[src/design/wpcs_pkg.sv]
// wpcs_pkg: shared types and constants of the white pixel centroid steering block
// used by the interfaces, the front, the frame queue, the back and the top level
package wpcs_pkg;

    localparam int RGB_W      = 8;
    localparam int COL_W      = 12;
    localparam int WIDTH_W    = 13;
    localparam int SUM_W      = 36;
    localparam int TALLY_W    = 25;
    localparam int DIR_W      = 2;
    localparam int ADDR_W     = 3;
    localparam int DATA_W     = 32;

    localparam logic [WIDTH_W-1:0] MAX_WIDTH   = 13'd4096;
    localparam logic [WIDTH_W-1:0] RESET_WIDTH = 13'd640;
    localparam logic [TALLY_W-1:0] TALLY_MAX   = {TALLY_W{1'b1}};
    localparam logic [RGB_W-1:0]   CHAN_FULL   = 8'd255;

    // quotient of the mean never exceeds the highest column
    localparam int DIV_STEPS  = COL_W;
    localparam int STEP_W     = 4;

    // floor(x/3) as (x * ceil(2^17/3)) >> 17, exact for x below 2^16
    localparam int THIRD_SHIFT = 17;
    localparam logic [15:0] THIRD_RECIP = 16'd43691;
    localparam int PROD_W      = WIDTH_W + 1 + 16;

    // register indexes of the configuration port
    typedef enum logic [0:0] {
        REG_IMAGE_WIDTH = 1'b0
    } wpcs_reg_t;

    typedef enum logic [DIR_W-1:0] {
        DIR_STOP    = 2'd0,
        DIR_LEFT    = 2'd1,
        DIR_FORWARD = 2'd2,
        DIR_RIGHT   = 2'd3
    } wpcs_dir_t;

    typedef enum logic [1:0] {
        BACK_IDLE,
        BACK_DIV,
        BACK_FINISH
    } wpcs_back_state_t;

    // totals of one finished frame, handed from front to back
    typedef struct packed {
        logic [SUM_W-1:0]   sum;
        logic [TALLY_W-1:0] tally;
        logic [WIDTH_W-1:0] width;
    } wpcs_frame_t;

endpackage

[src/design/wpcs_queue.sv]
// wpcs_queue: two-entry queue of frame totals between front and back
// depends on wpcs_pkg for the frame record type
module wpcs_queue
    import wpcs_pkg::*;
(
    input  logic        clk,
    input  logic        rst_n,
    input  logic        push_valid,
    output logic        push_ready,
    input  wpcs_frame_t push_frame,
    output logic        pop_valid,
    input  logic        pop_ready,
    output wpcs_frame_t pop_frame
);

    wpcs_frame_t entry_reg [2];
    logic        wr_ptr_reg, wr_ptr_next;
    logic        rd_ptr_reg, rd_ptr_next;
    logic [1:0]  count_reg,  count_next;
    logic        do_push, do_pop;

    assign push_ready = (count_reg != 2'd2);
    assign pop_valid  = (count_reg != 2'd0);
    assign pop_frame  = entry_reg[rd_ptr_reg];
    assign do_push    = push_valid && push_ready;
    assign do_pop     = pop_valid && pop_ready;

    // pointer and fill count update
    always_comb
    begin
        wr_ptr_next = do_push ? ~wr_ptr_reg : wr_ptr_reg;
        rd_ptr_next = do_pop  ? ~rd_ptr_reg : rd_ptr_reg;
        count_next  = count_reg;
        if (do_push && !do_pop)
            count_next = count_reg + 2'd1;
        else if (do_pop && !do_push)
            count_next = count_reg - 2'd1;
    end

    always_ff @(posedge clk or negedge rst_n)
    begin
        if (!rst_n)
        begin
            wr_ptr_reg <= 1'b0;
            rd_ptr_reg <= 1'b0;
            count_reg  <= 2'd0;
        end
        else
        begin
            wr_ptr_reg <= wr_ptr_next;
            rd_ptr_reg <= rd_ptr_next;
            count_reg  <= count_next;
        end
    end

    // entry storage, no reset needed
    always_ff @(posedge clk)
    begin
        if (do_push)
            entry_reg[wr_ptr_reg] <= push_frame;
    end

endmodule

[config.mk]
export PLATFORM = sky130hd
export DESIGN_NAME = wpcs_queue
export DESIGN_NICKNAME = d
export VERILOG_FILES = /design/src/design/wpcs_pkg.sv /design/src/design/wpcs_queue.sv
export SDC_FILE = /design/constraint.sdc
export NUM_CORES = 1
export LEC_CHECK = 0
export ABC_AREA = 1
export ABC_CLOCK_PERIOD_IN_PS = 5100
export BUFFER_PORTS_ARGS = -buffer_cell sky130_fd_sc_hd__buf_4
export CAP_MARGIN = 20
export CORE_ASPECT_RATIO = 2
export CORE_MARGIN = 4
export CORE_UTILIZATION = 44
export CTS_BUF_LIST = sky130_fd_sc_hd__clkbuf_2
export DETAILED_ROUTE_END_ITERATION = 7
export PLACE_DENSITY_LB_ADDON = 0.05
export SETUP_SLACK_MARGIN = 0.1
export SYNTH_ARGS = -nofsm -noshare
export SYNTH_HDL_FRONTEND = slang
export SYNTH_SLANG_ARGS = --single-unit
[constraint.sdc]
create_clock -name clk -period 5.1 [get_ports clk]
set_input_delay 1.02 -clock clk [delete_from_list [all_inputs] [get_ports clk]]
set_output_delay 1.02 -clock clk [all_outputs]
set_load 0.005 [all_outputs]
==> impl_metrics.json <==
{
  "dieWidth_um": 87.7,
  "cts_htree_levels": 4,
  "drt_iter0_drc": 137,
  "fin_nets": 657,
  "wl_per_cell_um": 16.0,
  "clk_latency_ps": 660,
  "die_area_um2": 14700,
  "cts_buffer_depth": 2,
  "grt_usage": 0.166,
  "period_needed_ps": 3370,
  "final_core_util": 0.573,
  "synth_fp_nets": 494,
  "start_kind": "register",
  "grt_max_degree": 76,
  "finClkSkew_ps": 34.9,
  "peakVddDrop_mv": 0.295,
  "worstPathArrival_ps": 2350,
  "clock_sinks": 152,
  "grt_pass1_vias": 3607,
  "worstMarginPinSlew_ps": 808,
  "p_leak_nw": 3.08,
  "area_growth_pct": 28.0,
  "root_buffer": "clkbuf_2",
  "place_hpwl_um": 8020,
  "slowest_delay_ps": 580,
  "place_ws_ps": 2160,
  "antenna_found_initial": 1,
  "cts_tree": "yes",
  "numPortBuffers": 153,
  "drive_gt1_frac": 0.329,
  "power_density_nw_per_um2": 524,
  "rsz0062_at_grt": "false",
  "coreArea_um2": 12500,
  "vias_per_cell": 4.69,
  "status": "complete, no violations",
  "layout_common_cells": "nand2_1 (232), buf_4 (157), edfxtp_1 (148)",
  "wl_um": 11800,
  "setup_viol": 0,
  "cap_viol_max_count": 0,
  "whs_ps": 140,
  "clk_pin_slew_ps": 190,
  "cp_max_fo": 52,
  "ios": 154,
  "ys_ff_latch": 152,
  "required_ps": 4080,
  "cts_buffers": 17,
  "final_common_cell": "nand2_1",
  "final_area_um2": 7150,
  "ys_top_cells_by_area": "edfxtp_1 (80%), nand2_1 (16%), dfrtp_1 (1.8%)",
  "hold_violations": 0,
  "slowest_stage": "buf_4",
  "worstPathBufferInverterCount": 3,
  "post-route-period-util": 0.661,
  "end_kind": "output pin",
  "vias": 3472,
  "fmax_ghz": 0.296,
  "slew_headroom": 0.461,
  "holdBufCountCts": 0,
  "cp_cell_sequence": "inv_2 -> buf_4 -> nand2_1 -> nand2_1 -> buf_4",
  "min_path_type": "input pin to asynchronous set/reset pin",
  "dpl-instance-area_um2": 6920,
  "synth_top_cell_by_area": "edfxtp_1",
  "route.detailed.drc": 0,
  "synth_area_um2": 5590,
  "synth.avg_cell_area_um2": 13.5,
  "path_class": "register to output pin",
  "synth.distinct_cells": 14,
  "overflow": 0,
  "gp_congestion": 0.714,
  "synth_seq_area_share": 0.813,
  "initial_core_util": 0.448,
  "syn_inst": 415,
  "cts_resized": 0,
  "yosysWarningCount": 0,
  "crit_family": "buffers and inverters",
  "die_h_um": 167,
  "synth_top_area_frac": 0.796,
  "grt_pass1_wl_um": 18100,
  "drv_slew": 0,
  "ant_nets": 0,
  "postCtsSetupBuffers": 0,
  "rows": 58,
  "finalSetupTns_ps": 0,
  "largest_reg_flops": 148,
  "drt-pass1-iter-count": 4,
  "layout_setup_ws_ps": 1730
}
per-stage QoR:
stage / total power (W) / cells
3_3_place_gp: 0.00318 / 707
5_1_grt: 0.00402 / 741
3_5_place_dp: 0.00322 / 708
4_1_cts: 0.00382 / 739
6_report: 0.00375 / 741
2_1_floorplan: 0.00247 / 415
cells in the mapped netlist, drive strengths merged:
master	number
dfrtp	4
clkbuf	1
nand2	232
xor2	1
inv	7
nand3	2
xnor2	1
nor2	2
buf	15
ha	1
nand4	1
edfxtp	148
final cells by class:
class / instances / area [um2]
clock inverter: 13 / 120
inverter: 7 / 26.3
timing repair buffer: 160 / 1240
sequential: 152 / 4550
tap: 150 / 188
multi-input combinational: 240 / 940
fill: 1093 / 5330
antenna: 1 / 2.50
clock buffer: 18 / 90.1
logic make-up after synthesis:
kind of cell	share of synthesized area
XOR/XNOR	0.00314
AND/OR/NAND/NOR	0.160
buffers and inverters	0.0211
flip-flops	0.813
adder cells (fa/ha/maj)	0.00224
per-layer routing:
metal | wire [um] | share of wire | vias to the layer above | track usage
met4 | 328 | 0.028 | 0 | 0.0775
met1 | 4180 | 0.35 | 1632 | 0.170
li1 | - | - | 1720 | -
met5 | 0 | 0 | - | 0
met3 | 621 | 0.052 | 17 | 0.0483
met2 | 6700 | 0.57 | 103 | 0.298
final timing paths:
check | from | to | slack, ps | cells after the start
max | rd_ptr_reg | pop_frame[19] | 1730 | 5
max reg2reg | count_reg[0] | entry_reg[1][26] | 3140 | 6
max in group asynchronous | rst_n | rd_ptr_reg | 4850 | 1
min in group clk | push_frame[59] | entry_reg[0][59] | 520 | 1
min reg2reg | count_reg[0] | count_reg[0] | 520 | 1
min | rst_n | wr_ptr_reg | 140 | 1
power breakdown:
group	switching [W]	internal, W
Sequential	0.0000670	0.00170
Clock	0.000417	0.000180
Combinational	0.000782	0.000604
Total	0.00127	0.00248
Note: power is estimated with default switching activity, not from simulation.
